### src/hdl/cdr_pkg.sv
// ----------------------------------------------------------------------------
// cdr_pkg
// shared types and constants for the compact difficulty retarget block
// ----------------------------------------------------------------------------
package cdr_pkg;

	localparam int MANT_W  = 23;   // mantissa bits that are scaled
	localparam int SPAN_W  = 32;   // timespan width
	localparam int ACT_W   = 34;   // clamped elapsed time, up to 4x timespan
	localparam int PROD_W  = 57;   // mantissa times elapsed time
	localparam int QUO_W   = 25;   // quotient is below 4x mantissa range
	localparam int EXPO_W  = 9;    // exponent during normalization, up to 256
	localparam int LIMIT_W = 256;
	localparam int CIDX_W  = 3;
	localparam int CDAT_W  = 64;

	// register indexes of the config port
	localparam logic [CIDX_W-1:0] REG_NO_RETARGET     = 3'd0;
	localparam logic [CIDX_W-1:0] REG_TARGET_TIMESPAN = 3'd1;
	localparam logic [CIDX_W-1:0] REG_LIMIT_WORD0     = 3'd2;
	localparam logic [CIDX_W-1:0] REG_LIMIT_WORD1     = 3'd3;
	localparam logic [CIDX_W-1:0] REG_LIMIT_WORD2     = 3'd4;
	localparam logic [CIDX_W-1:0] REG_LIMIT_WORD3     = 3'd5;

	localparam logic [SPAN_W-1:0] SPAN_RESET   = 32'd1209600;
	localparam logic [CDAT_W-1:0] LIMIT_ONES   = 64'hFFFF_FFFF_FFFF_FFFF;
	localparam logic [CDAT_W-1:0] LIMIT3_RESET = 64'h0000_0000_FFFF_FFFF;

	localparam logic [QUO_W-1:0]  MANT_MAX  = 25'h07F_FFFF;
	localparam logic [QUO_W-1:0]  NORM_MIN  = 25'h000_8000;
	localparam logic [EXPO_W-1:0] EXPO_MIN  = 9'd1;
	localparam logic [EXPO_W-1:0] EXPO_MAX  = 9'd32;
	localparam logic [4:0]        DIV_LAST  = 5'd24;   // 25 quotient bits
	localparam logic [5:0]        NUM_BYTES = 6'd32;

	typedef enum logic [3:0] {
		ST_IDLE,
		ST_CLAMP,
		ST_MUL,
		ST_DIV,
		ST_NINIT,
		ST_NORM,
		ST_EXPAND,
		ST_CMP,
		ST_SCAN,
		ST_FINISH
	} state_t;

	typedef struct packed {
		logic               no_retarget;
		logic [SPAN_W-1:0]  span;
		logic [LIMIT_W-1:0] limit;
	} cfg_t;

	typedef struct packed {
		logic load;
		logic clamp;
		logic mul;
		logic div_step;
		logic norm_init;
		logic norm_step;
		logic expand;
		logic compare;
		logic scan_step;
		logic finish;
	} cmd_t;

	typedef struct packed {
		logic bypass;
		logic norm_done;
		logic over;
		logic scan_done;
	} sts_t;

endpackage

### src/hdl/cdr_cfg.sv
// ----------------------------------------------------------------------------
// cdr_cfg
// configuration registers, written through a plain write port
// ----------------------------------------------------------------------------
module cdr_cfg (
	input  logic                       clk,
	input  logic                       arst_n,
	input  logic                       cfg_we,
	input  logic [cdr_pkg::CIDX_W-1:0] cfg_index,
	input  logic [cdr_pkg::CDAT_W-1:0] cfg_wdata,
	output cdr_pkg::cfg_t              cfg
);
	import cdr_pkg::*;

	logic                 no_retarget_q;
	logic [SPAN_W-1:0]    span_q;
	logic [LIMIT_W-1:0]   limit_q;

	always_ff @(posedge clk or negedge arst_n) begin
		if (!arst_n) begin
			no_retarget_q <= 1'b0;
			span_q        <= SPAN_RESET;
			limit_q       <= {LIMIT3_RESET, LIMIT_ONES, LIMIT_ONES, LIMIT_ONES};
		end else if (cfg_we) begin
			case (cfg_index)
				REG_NO_RETARGET:     no_retarget_q     <= cfg_wdata[0];
				REG_TARGET_TIMESPAN: span_q            <= cfg_wdata[SPAN_W-1:0];
				REG_LIMIT_WORD0:     limit_q[63:0]     <= cfg_wdata;
				REG_LIMIT_WORD1:     limit_q[127:64]   <= cfg_wdata;
				REG_LIMIT_WORD2:     limit_q[191:128]  <= cfg_wdata;
				REG_LIMIT_WORD3:     limit_q[255:192]  <= cfg_wdata;
				default: ;
			endcase
		end
	end

	assign cfg.no_retarget = no_retarget_q;
	assign cfg.span        = span_q;
	assign cfg.limit       = limit_q;

endmodule

### src/hdl/cdr_dp.sv
// ----------------------------------------------------------------------------
// cdr_dp
// datapath: clamp, multiply, serial divide, normalize, expand, compare, limit scan
// ----------------------------------------------------------------------------
module cdr_dp (
	input  logic          clk,
	input  cdr_pkg::cmd_t cmd,
	input  cdr_pkg::cfg_t cfg,
	input  logic [31:0]   old_bits,
	input  logic [31:0]   last_time,
	input  logic [31:0]   first_time,
	output cdr_pkg::sts_t sts,
	output logic [31:0]   new_bits,
	output logic          hit_limit
);
	import cdr_pkg::*;

	logic [31:0]        old_q;
	logic [32:0]        diff_q;
	logic [ACT_W-1:0]   act_q;
	logic [SPAN_W-1:0]  rem_q;
	logic [QUO_W-1:0]   quo_q;
	logic [QUO_W-1:0]   scaled_q;
	logic [EXPO_W-1:0]  expo_q;
	logic [31:0]        nb_q;
	logic [LIMIT_W-1:0] val_q;
	logic [LIMIT_W-1:0] lim_q;
	logic [5:0]         size_q;
	logic               byp_q;
	logic               over_q;

	// clamp of elapsed time
	logic [ACT_W-1:0]   lo;
	logic [ACT_W-1:0]   hi;
	logic [ACT_W-1:0]   diff_mag;
	logic [ACT_W-1:0]   act_d;

	assign lo       = {4'b0000, cfg.span[SPAN_W-1:2]};
	assign hi       = {cfg.span, 2'b00};
	assign diff_mag = {2'b00, diff_q[31:0]};

	always_comb begin
		if (diff_q[32] || (diff_mag < lo)) begin
			act_d = lo;
		end else if (diff_mag > hi) begin
			act_d = hi;
		end else begin
			act_d = diff_mag;
		end
	end

	// product and one restoring divide step
	logic [PROD_W-1:0]  prod;
	logic [SPAN_W:0]    trial;
	logic [SPAN_W:0]    trial_sub;
	logic               trial_ge;

	assign prod      = {{(PROD_W-MANT_W){1'b0}}, old_q[MANT_W-1:0]} *
	                   {{(PROD_W-ACT_W){1'b0}}, act_q};
	assign trial     = {rem_q, quo_q[QUO_W-1]};
	assign trial_ge  = trial >= {1'b0, cfg.span};
	assign trial_sub = trial - {1'b0, cfg.span};

	// normalization in byte steps
	logic norm_big;
	logic norm_small;

	assign norm_big   = scaled_q > MANT_MAX;
	assign norm_small = (scaled_q != '0) && (scaled_q < NORM_MIN) && (expo_q > EXPO_MIN);

	// exponent clamp and expansion to 256 bits
	logic [5:0]          ex;
	logic [MANT_W-1:0]   mant;
	logic [LIMIT_W+23:0] wide;

	always_comb begin
		if ((scaled_q == '0) || (expo_q < EXPO_MIN)) begin
			ex = 6'd1;
		end else if (expo_q > EXPO_MAX) begin
			ex = 6'd32;
		end else begin
			ex = expo_q[5:0];
		end
	end

	assign mant = scaled_q[MANT_W-1:0];
	// mant * 256^(ex-3), with the low bytes dropped when ex is below 3
	assign wide = {{(LIMIT_W+24-MANT_W){1'b0}}, mant} << {ex, 3'b000};

	// compact form of the limit from the scanned register
	logic [23:0] lim_top;
	logic [31:0] lim_compact;

	assign lim_top = lim_q[LIMIT_W-1:LIMIT_W-24];

	always_comb begin
		if (lim_top[23]) begin
			lim_compact = {({2'b00, size_q} + 8'd1), 8'h00, lim_top[23:8]};
		end else begin
			lim_compact = {2'b00, size_q, lim_top};
		end
	end

	assign sts.bypass    = cfg.no_retarget;
	assign sts.norm_done = !norm_big && !norm_small;
	assign sts.over      = val_q > cfg.limit;
	assign sts.scan_done = (lim_q[LIMIT_W-1:LIMIT_W-8] != 8'h00) || (size_q == '0);

	always_ff @(posedge clk) begin
		if (cmd.load) begin
			old_q  <= old_bits;
			diff_q <= {1'b0, last_time} - {1'b0, first_time};
			byp_q  <= cfg.no_retarget;
		end
		if (cmd.clamp) begin
			act_q <= act_d;
		end
		if (cmd.mul) begin
			{rem_q, quo_q} <= prod;
		end
		if (cmd.div_step) begin
			rem_q <= trial_ge ? trial_sub[SPAN_W-1:0] : trial[SPAN_W-1:0];
			quo_q <= {quo_q[QUO_W-2:0], trial_ge};
		end
		if (cmd.norm_init) begin
			// zero timespan gives a zero quotient
			scaled_q <= (cfg.span == '0) ? '0 : quo_q;
			expo_q   <= {1'b0, old_q[31:24]};
		end
		if (cmd.norm_step) begin
			if (norm_big) begin
				scaled_q <= {8'h00, scaled_q[QUO_W-1:8]};
				expo_q   <= expo_q + 9'd1;
			end else begin
				scaled_q <= {scaled_q[QUO_W-9:0], 8'h00};
				expo_q   <= expo_q - 9'd1;
			end
		end
		if (cmd.expand) begin
			val_q <= wide[LIMIT_W+23:24];
			nb_q  <= {2'b00, ex, 1'b0, mant};
		end
		if (cmd.compare) begin
			over_q <= sts.over;
			lim_q  <= cfg.limit;
			size_q <= NUM_BYTES;
		end
		if (cmd.scan_step) begin
			lim_q  <= {lim_q[LIMIT_W-9:0], 8'h00};
			size_q <= size_q - 6'd1;
		end
		if (cmd.finish) begin
			if (byp_q) begin
				new_bits  <= old_q;
				hit_limit <= 1'b0;
			end else if (over_q) begin
				new_bits  <= lim_compact;
				hit_limit <= 1'b1;
			end else begin
				new_bits  <= nb_q;
				hit_limit <= 1'b0;
			end
		end
	end

endmodule

### src/hdl/cdr_ctrl.sv
// ----------------------------------------------------------------------------
// cdr_ctrl
// sequencer for one retarget item
// ----------------------------------------------------------------------------
module cdr_ctrl (
	input  logic          clk,
	input  logic          arst_n,
	input  logic          start,
	input  cdr_pkg::sts_t sts,
	output cdr_pkg::cmd_t cmd,
	output logic          busy,
	output logic          done
);
	import cdr_pkg::*;

	state_t     state_q;
	state_t     state_d;
	logic [4:0] cnt_q;
	logic       done_q;

	always_ff @(posedge clk or negedge arst_n) begin
		if (!arst_n) begin
			state_q <= ST_IDLE;
			cnt_q   <= '0;
			done_q  <= 1'b0;
		end else begin
			state_q <= state_d;
			done_q  <= (state_q == ST_FINISH);
			if (state_q == ST_MUL) begin
				cnt_q <= DIV_LAST;
			end else if (state_q == ST_DIV) begin
				cnt_q <= cnt_q - 5'd1;
			end
		end
	end

	always_comb begin
		state_d = state_q;
		case (state_q)
			ST_IDLE: begin
				if (start) begin
					state_d = sts.bypass ? ST_FINISH : ST_CLAMP;
				end
			end
			ST_CLAMP:  state_d = ST_MUL;
			ST_MUL:    state_d = ST_DIV;
			ST_DIV: begin
				if (cnt_q == '0) begin
					state_d = ST_NINIT;
				end
			end
			ST_NINIT:  state_d = ST_NORM;
			ST_NORM: begin
				if (sts.norm_done) begin
					state_d = ST_EXPAND;
				end
			end
			ST_EXPAND: state_d = ST_CMP;
			ST_CMP:    state_d = sts.over ? ST_SCAN : ST_FINISH;
			ST_SCAN: begin
				if (sts.scan_done) begin
					state_d = ST_FINISH;
				end
			end
			ST_FINISH: state_d = ST_IDLE;
			default:   state_d = ST_IDLE;
		endcase
	end

	always_comb begin
		cmd = '0;
		case (state_q)
			ST_IDLE:   cmd.load      = start;
			ST_CLAMP:  cmd.clamp     = 1'b1;
			ST_MUL:    cmd.mul       = 1'b1;
			ST_DIV:    cmd.div_step  = 1'b1;
			ST_NINIT:  cmd.norm_init = 1'b1;
			ST_NORM:   cmd.norm_step = !sts.norm_done;
			ST_EXPAND: cmd.expand    = 1'b1;
			ST_CMP:    cmd.compare   = 1'b1;
			ST_SCAN:   cmd.scan_step = !sts.scan_done;
			ST_FINISH: cmd.finish    = 1'b1;
			default:   cmd = '0;
		endcase
	end

	assign busy = (state_q != ST_IDLE);
	assign done = done_q;

endmodule

### src/hdl/compact_difficulty_retarget_top.sv
// ----------------------------------------------------------------------------
// compact_difficulty_retarget_top
// next compact target word from the previous one and the period's block times
// ----------------------------------------------------------------------------
// usage
//   an item (old_bits, last_time, first_time) is taken at a clock edge with
//   start high and busy low; busy then stays high until the result is made
//   the result (new_bits, hit_limit) is valid for the single cycle in which
//   done is high; the receiver cannot stall, so it must take it then
//   new_bits and hit_limit hold their value until the next result
//   configuration: cfg_we, cfg_index, cfg_wdata, one register per index,
//   written only while busy is low and no result is pending
// latency, start edge to done cycle
//   retarget disabled: 2 cycles
//   normal path: 33 to 35 cycles, set by the 25-step restoring divider
//   (one quotient bit per cycle) plus up to two byte normalization steps
//   limit hit: add 1 to 33 cycles for the byte scan that finds the top
//   nonzero byte of the 256-bit limit
//   a new item may be started in the cycle that done is high
// reset
//   arst_n low returns the sequencer to idle, drops done and loads the
//   register reset values; no clearing pass is needed
// ----------------------------------------------------------------------------
module compact_difficulty_retarget_top (
	input  logic                       clk,
	input  logic                       arst_n,
	// command channel
	input  logic                       start,
	output logic                       busy,
	input  logic [31:0]                old_bits,
	input  logic [31:0]                last_time,
	input  logic [31:0]                first_time,
	// result strobe
	output logic                       done,
	output logic [31:0]                new_bits,
	output logic                       hit_limit,
	// config write port
	input  logic                       cfg_we,
	input  logic [cdr_pkg::CIDX_W-1:0] cfg_index,
	input  logic [cdr_pkg::CDAT_W-1:0] cfg_wdata
);
	import cdr_pkg::*;

	cfg_t cfg;
	cmd_t cmd;
	sts_t sts;

	// config registers, reset to the default timespan and limit
	cdr_cfg u_cfg (
		.clk       (clk),
		.arst_n    (arst_n),
		.cfg_we    (cfg_we),
		.cfg_index (cfg_index),
		.cfg_wdata (cfg_wdata),
		.cfg       (cfg)
	);

	// sequencer: one item at a time, drives datapath commands
	cdr_ctrl u_ctrl (
		.clk    (clk),
		.arst_n (arst_n),
		.start  (start),
		.sts    (sts),
		.cmd    (cmd),
		.busy   (busy),
		.done   (done)
	);

	// datapath: clamp, multiply, divide, normalize, expand, compare, scan
	cdr_dp u_dp (
		.clk        (clk),
		.cmd        (cmd),
		.cfg        (cfg),
		.old_bits   (old_bits),
		.last_time  (last_time),
		.first_time (first_time),
		.sts        (sts),
		.new_bits   (new_bits),
		.hit_limit  (hit_limit)
	);

endmodule

### config.mk
export PLATFORM = sky130hd
export DESIGN_NAME = compact_difficulty_retarget_top
export DESIGN_NICKNAME = d
export VERILOG_FILES = /design/src/hdl/cdr_pkg.sv /design/src/hdl/cdr_cfg.sv /design/src/hdl/cdr_dp.sv /design/src/hdl/cdr_ctrl.sv /design/src/hdl/compact_difficulty_retarget_top.sv
export SDC_FILE = /design/constraint.sdc
export NUM_CORES = 2
export LEC_CHECK = 0
export BUFFER_PORTS_ARGS = -buffer_cell sky130_fd_sc_hd__buf_4
export CAP_MARGIN = 40
export CORE_MARGIN = 2
export CORE_UTILIZATION = 50
export DETAILED_ROUTE_END_ITERATION = 8
export PLACE_DENSITY = 0.73
export SETUP_SLACK_MARGIN = 0.15
export SYNTH_ARGS = -nofsm -noshare
export SYNTH_HDL_FRONTEND = slang
export SYNTH_HIERARCHICAL = 1
export SYNTH_SLANG_ARGS = --single-unit
### constraint.sdc
create_clock -name clk -period 14.6 [get_ports clk]
set_input_delay 0 -clock clk [delete_from_list [all_inputs] [get_ports clk]]
set_output_delay 0 -clock clk [all_outputs]
set_load 0.02 [all_outputs]
* Word level (Yosys, flattened, before mapping) *
Cells that the tools add are included.

operators by class
  $lt $le $gt $ge = 9
  shift operators = 1
  multipliers = 1
  reductions and logical operators = 31
  equal/unequal tests = 18
  multiplexer cells = 43
  bitwise logic cells = 1
  add/subtract/negate cells = 7

operators by type and width
  cell                                                          count
  2-to-1 mux 256 bit                                            2
  left shift 23 x 9 -> 280 bit                                  1
  > comparator 256 bit                                          1
  2-to-1 mux 32 bit                                             7
  2-to-1 mux 25 bit                                             6
  multiplier 23 x 34 -> 57 bit                                  1
  one-hot mux 4 bit (9 select lines)                            1
  > comparator 32 x 34 -> 1 bit                                 1
  >= comparator 33 x 32 -> 1 bit                                1
  subtractor 32 x 32 -> 33 bit                                  1
  zero test 32 bit                                              1
  less-than comparator 32 x 30 -> 1 bit                         1
  subtractor 32 bit                                             1
  2-to-1 mux 30 bit                                             1
  2-to-1 mux 9 bit                                              3
  > comparator 25 x 23 -> 1 bit, second input constant          1
  zero test 25 bit                                              1
  less-than comparator 25 x 16 -> 1 bit, second input constant  1
  nonzero test 25 bit                                           1
  2-to-1 mux 6 bit                                              4
  2-to-1 mux 4 bit                                              5
  equality test 4 x 3 -> 1 bit, second input constant           4
  2-to-1 mux 1 bit                                              12
  AND reduction 2 bit                                           6
  30 further kinds                                              47

storage, ports and cells
  register bits = 1071
  input bits = 167

* Longest topological paths before layout *
  depth after elaboration = 8
  depth in mapped cells = 29

* Hierarchy *
The synthesis kept the hierarchy.

modules (own cells, without submodules)
  module    area each (um2)  instances  cells an instance
  cdr_dp    68451.9          1          7070
  cdr_cfg   11671.2          1          617
  cdr_ctrl  624.3            1          74

* Least setup slack after synthesis *
Ideal clock, no wire load.

  kind = register to register
  start = register u_ctrl.state_q[2]
  end = register u_dp.nb_q[0] (enable)
  clock period less this slack = 13518 ps
  arrival time = 12581 ps
  required time = 13663 ps
  setup slack = 1082 ps
  cell stages (with the launch flop) = 4
  path buffers = 1
  path through = dfrtp_1 -> clkbuf_1 -> nand2b_1 -> nor2_1

RTL lines
  element                   line            text
  start: declaration        cdr_ctrl.sv:16  state_t state_q;
  start signal: assignment  cdr_ctrl.sv:27  state_q <= state_d;
  end signal: assignment    cdr_dp.sv:141   nb_q <= {2'b00, ex, 1'b0, mant};
  end: declaration          cdr_dp.sv:25    logic [31:0] nb_q;

* Final worst setup path *
  start = register u_dp.old_q[15]
  end = register u_dp.rem_q[29] (data pin)

on the way
  cells in the longest elaborated chain, start to end = 3

ends and longest elaborated chain
  element                       line           text
  start: declaration            cdr_dp.sv:18   logic [31:0] old_q;
  start signal: assignment      cdr_dp.sv:111  old_q <= old_bits;
  multiplier 23 x 34 -> 57 bit  cdr_dp.sv:58   assign prod = {{(PROD_W-MANT_W){1'b0}}, old_q[MANT_W-1:0]} *
  2-to-1 mux 32 bit             cdr_dp.sv:118  if (cmd.mul) begin
  2-to-1 mux 32 bit             cdr_dp.sv:121  if (cmd.div_step) begin
  end signal: assignment        cdr_dp.sv:119  {rem_q, quo_q} <= prod;
  end signal: assignment        cdr_dp.sv:122  rem_q <= trial_ge ? trial_sub[SPAN_W-1:0] : trial[SPAN_W-1:0];
  end: declaration              cdr_dp.sv:21   logic [SPAN_W-1:0] rem_q;

No other way between the ends. The select of a mux whose other input is x is not followed.
A chain may end at the register's enable or synchronous reset.

==> metrics.md <==
| Metric | Value |
|---|---|
| CP peak stage delay | `610 ps` |
| Clock Path Buffers | `3` |
| Htree depth | `3` |
| Via density | `approximately 5.9` |
| Antenna violations before repair | `9` |
| Antenna Nets Post-Route | `0` |
| Final HPWL DP | `179 mm` |
| Wire per inst | `between 20 and 25 µm` |
| Core area | `160,000 µm²` |
| DIE HEIGHT | `406 µm` |
| Final Max Slew Viols | `0` |
| Layout Nets | `9,442` |
| Placed cells | `9,855` |
| F_max | `0.124 GHz` |
| RSZ-0062 raised after global routing | `false` |
| Ranking of synthesized cells by area | `edfxtp_1 (28%), fa_1 (17%), ha_1 (8.8%)` |
| Setup ws final | `6560 ps` |
| Vias in the first global route | `61.1k` |
| Avg Cell Area, Syn | `between 10 and 15 µm²` |
| EDFF count, synth | `around 760` |
| Crit path top cell by count | `fa_1` |
| Main synth FF type | `edfxtp_1` |
| Number of remaining DRC errors | `0` |
| Crit start category | `flop` |
| Worst clock skew | `84.7 ps` |
| Worst-path clk slew | `60 ps` |
| Worst Hold Class | `input port to flop` |
| Worst Path Max Fanout | `35` |
| Syn-to-layout area delta | `12.4%` |
| Clk root buf | `clkbuf_16` |
| CP Capture Type | `flop` |
| Initial DRC count | `around 7.1k` |
| Share of cells above drive strength 1 | `0.137` |
| Fin cells | `10.3k` |
| Worst slew pin tran | `approximately 1200 ps` |
| Critical path type | `flop to flop` |
| Final setup fails | `0` |
| Synth Register Bits | `~1.1k` |
| Router iterations before antenna repair | `8` |
| Outcome | `completed` |
| Arr. time, crit path | `8580 ps` |
| Synth top area share | `0.284` |
| Standard-cell rows | `147` |
| Hold Vio Cnt, Final | `0` |
| Buf+Inv Stages, Crit Path | `4` |
| Fin util | `0.566` |
| CTS Sinks | `1,071` |
| Critical-path cell list | `buf_4 -> nand2_1 -> fa_1 -> inv_1 -> fa_1 -> fa_1 -> fa_1 -> fa_1 -> fa_1 -> inv_1 -> fa_1 -> inv_1 -> ha_1 -> a21oi_1 -> o21ai_0 -> a21oi_1 -> a31oi_1 -> nor4_1 -> o21ai_1 -> a21o_1 -> o211a_1 -> o21a_1 -> o31ai_1` |
| Most frequent cells in the layout | `nand2_1 (1,186), inv_1 (1,053), edfxtp_1 (764), fa_1 (671), ha_1 (569)` |
| Total die area | `around 160,000 µm²` |
| Max-Cap Viols | `0` |
| Fin crit period | `8040 ps` |
| Cells after Synth | `7,761` |
| Top-Level Pins | `202` |
| First-pass GRT wire length | `377 mm` |
| Clock latency on the worst-skew pair | `790 ps` |
| Sequential area share after synthesis | `0.382` |
| Routability cong. | `about 0.95` |
| Initial Util | `0.503` |
| Leading area contributor after synthesis | `edfxtp_1` |
| Synthesized cell area | `a little over 80,000 µm²` |
| Largest net degree at the start of global routing | `roughly 210` |
| Die X | `406 µm` |
| CP delay by family, top | `adder cells` |
| Routed Wire Length | `251 mm` |
| Distinct cells, synth | `101` |
| Clock buffer count from CTS | `111` |
| Total gr overflow | `0` |
| Slew HR | `0.227` |
| Period utilisation layout | `0.551` |
| PortBufs | `201` |
| Place WS | `6660 ps` |
| GRT Resource Usage Total | `0.305` |
| Most common cell after layout, fill and taps aside | `nand2_1` |
| FFs w/ async S/R, synth | `0.279` |
| CTS tree | `yes` |
| DR vias | `60.7k` |
| Req. time, crit path | `15,130 ps` |
| Critical path's slowest cell | `buf_4` |
| Setup TNS | `0 ps` |
| Count of warnings emitted by yosys | `6` |
| Post-CTS Setup Inserts | `0` |
==> cell type report <==
cell class | instances | area [µm²]
tap | 2160 | 2700
clock buffer | 143 | 3080
fill | 13308 | 69700
inverter | 1060 | 3980
sequential | 1071 | 30900
clock inverter | 67 | 870
multi-input combinational | 5239 | 44200
timing repair buffer | 552 | 5010
antenna | 6 | 15.0
==> per-layer routing <==
metal | up-vias | wire length (µm) | GRT usage
met4 | 0 | 10700 | 0.120
met3 | 639 | 28200 | 0.0682
li1 | 26289 | - | -
met1 | 30402 | 101000 | 0.428
met5 | - | 0 | 0
met2 | 3404 | 111000 | 0.461
==> what timing repair did <==
item | 4_1_cts | 5_1_grt
endpoints found under the setup margin | 0 | 0
gates resized for setup | 0 | 0
endpoints found under the hold margin | 486 | 0
hold buffers | 225 | 0
==> worst reg2reg max path: cells and delay by family, from the launching register on <==
family,cells,cell delay (ps)
simple gates,2,430
buf+inv,4,780
flops,1,340
fa+ha+maj,8,4110
compound gates,9,2190
==> cells in the mapped netlist, types with 23 or more instances <==
library cell,instances
nand2_1,1186
inv_1,1054
edfxtp_1,764
fa_1,671
ha_1,569
o21ai_0,437
nor2_1,394
and2_1,344
clkbuf_1,302
a21oi_1,264
dfstp_2,231
a21o_1,206
mux2_2,177
mux2_4,125
nand4_1,98
mux2i_1,76
dfrtp_1,68
xnor2_1,65
a22o_1,55
xor2_1,49
nor2b_1,43
nor3_1,43
nand3_1,42
nor4_1,34
nand2b_1,29
buf_2,28
buf_1,24
o21a_1,23
==> state kept, by name, summed over array words and instances, names as in the netlist, 4 cells and up <==
name,count
u_ctrl/state_q,4
u_dp/diff_q,33
u_dp/quo_q,25
u_dp/rem_q,32
u_dp/act_q,34
u_dp/expo_q,9
u_dp/new_bits,32
u_dp/old_q,32
u_dp/lim_q,256
u_ctrl/cnt_q,5
u_dp/scaled_q,25
u_dp/size_q,6
u_cfg/limit_q,256
u_dp/nb_q,29
u_dp/val_q,256
u_cfg/span_q,32
==> metrics by stage <==
stage / hold slack (ps) / instance area, µm²
after global routing: 50.2 / 90700
after global placement: 178 / 84000
final: 47.5 / 90700
after detailed placement: 179 / 84500
after CTS: 1.06 / 90700
after floorplan: -296 / 80800
==> final timing paths <==
path | startpoint | end | slack, ps | depth (start not counted)
worst min register to register | u_ctrl/cnt_q[4]$_DFFE_PN0P_ | u_ctrl/cnt_q[4]$_DFFE_PN0P_ | 490 | 1
max in group asynchronous | arst_n | u_ctrl/state_q[2]$_DFFE_PN0P_ | 12430 | 4
worst min-delay path | first_time[19] | u_dp/diff_q[21]$_DFFE_PP_ | 50 | 5
worst max-delay path | u_dp/old_q[15]$_DFFE_PP_ | u_dp/rem_q[29]$_DFFE_PP_ | 6560 | 23
worst max register to register | u_dp/old_q[15]$_DFFE_PP_ | u_dp/rem_q[29]$_DFFE_PP_ | 6560 | 23
min in group asynchronous | arst_n | u_ctrl/state_q[1]$_DFFE_PN0P_ | 540 | 3
==> logic make-up after synthesis <==
family	after synthesis	share of synthesized area
simple gates	2310	0.131
buf+inv	1452	0.0713
fa+ha+maj	1240	0.255
compound gates	1195	0.0914
flops	1071	0.382
mux	378	0.0573
xor+xnor	114	0.0124
other cells	1	0.0000464
Power is left out: the tool's default activity adds up to more than one toggle a clock period on the data nets, which glitch-free logic cannot reach.
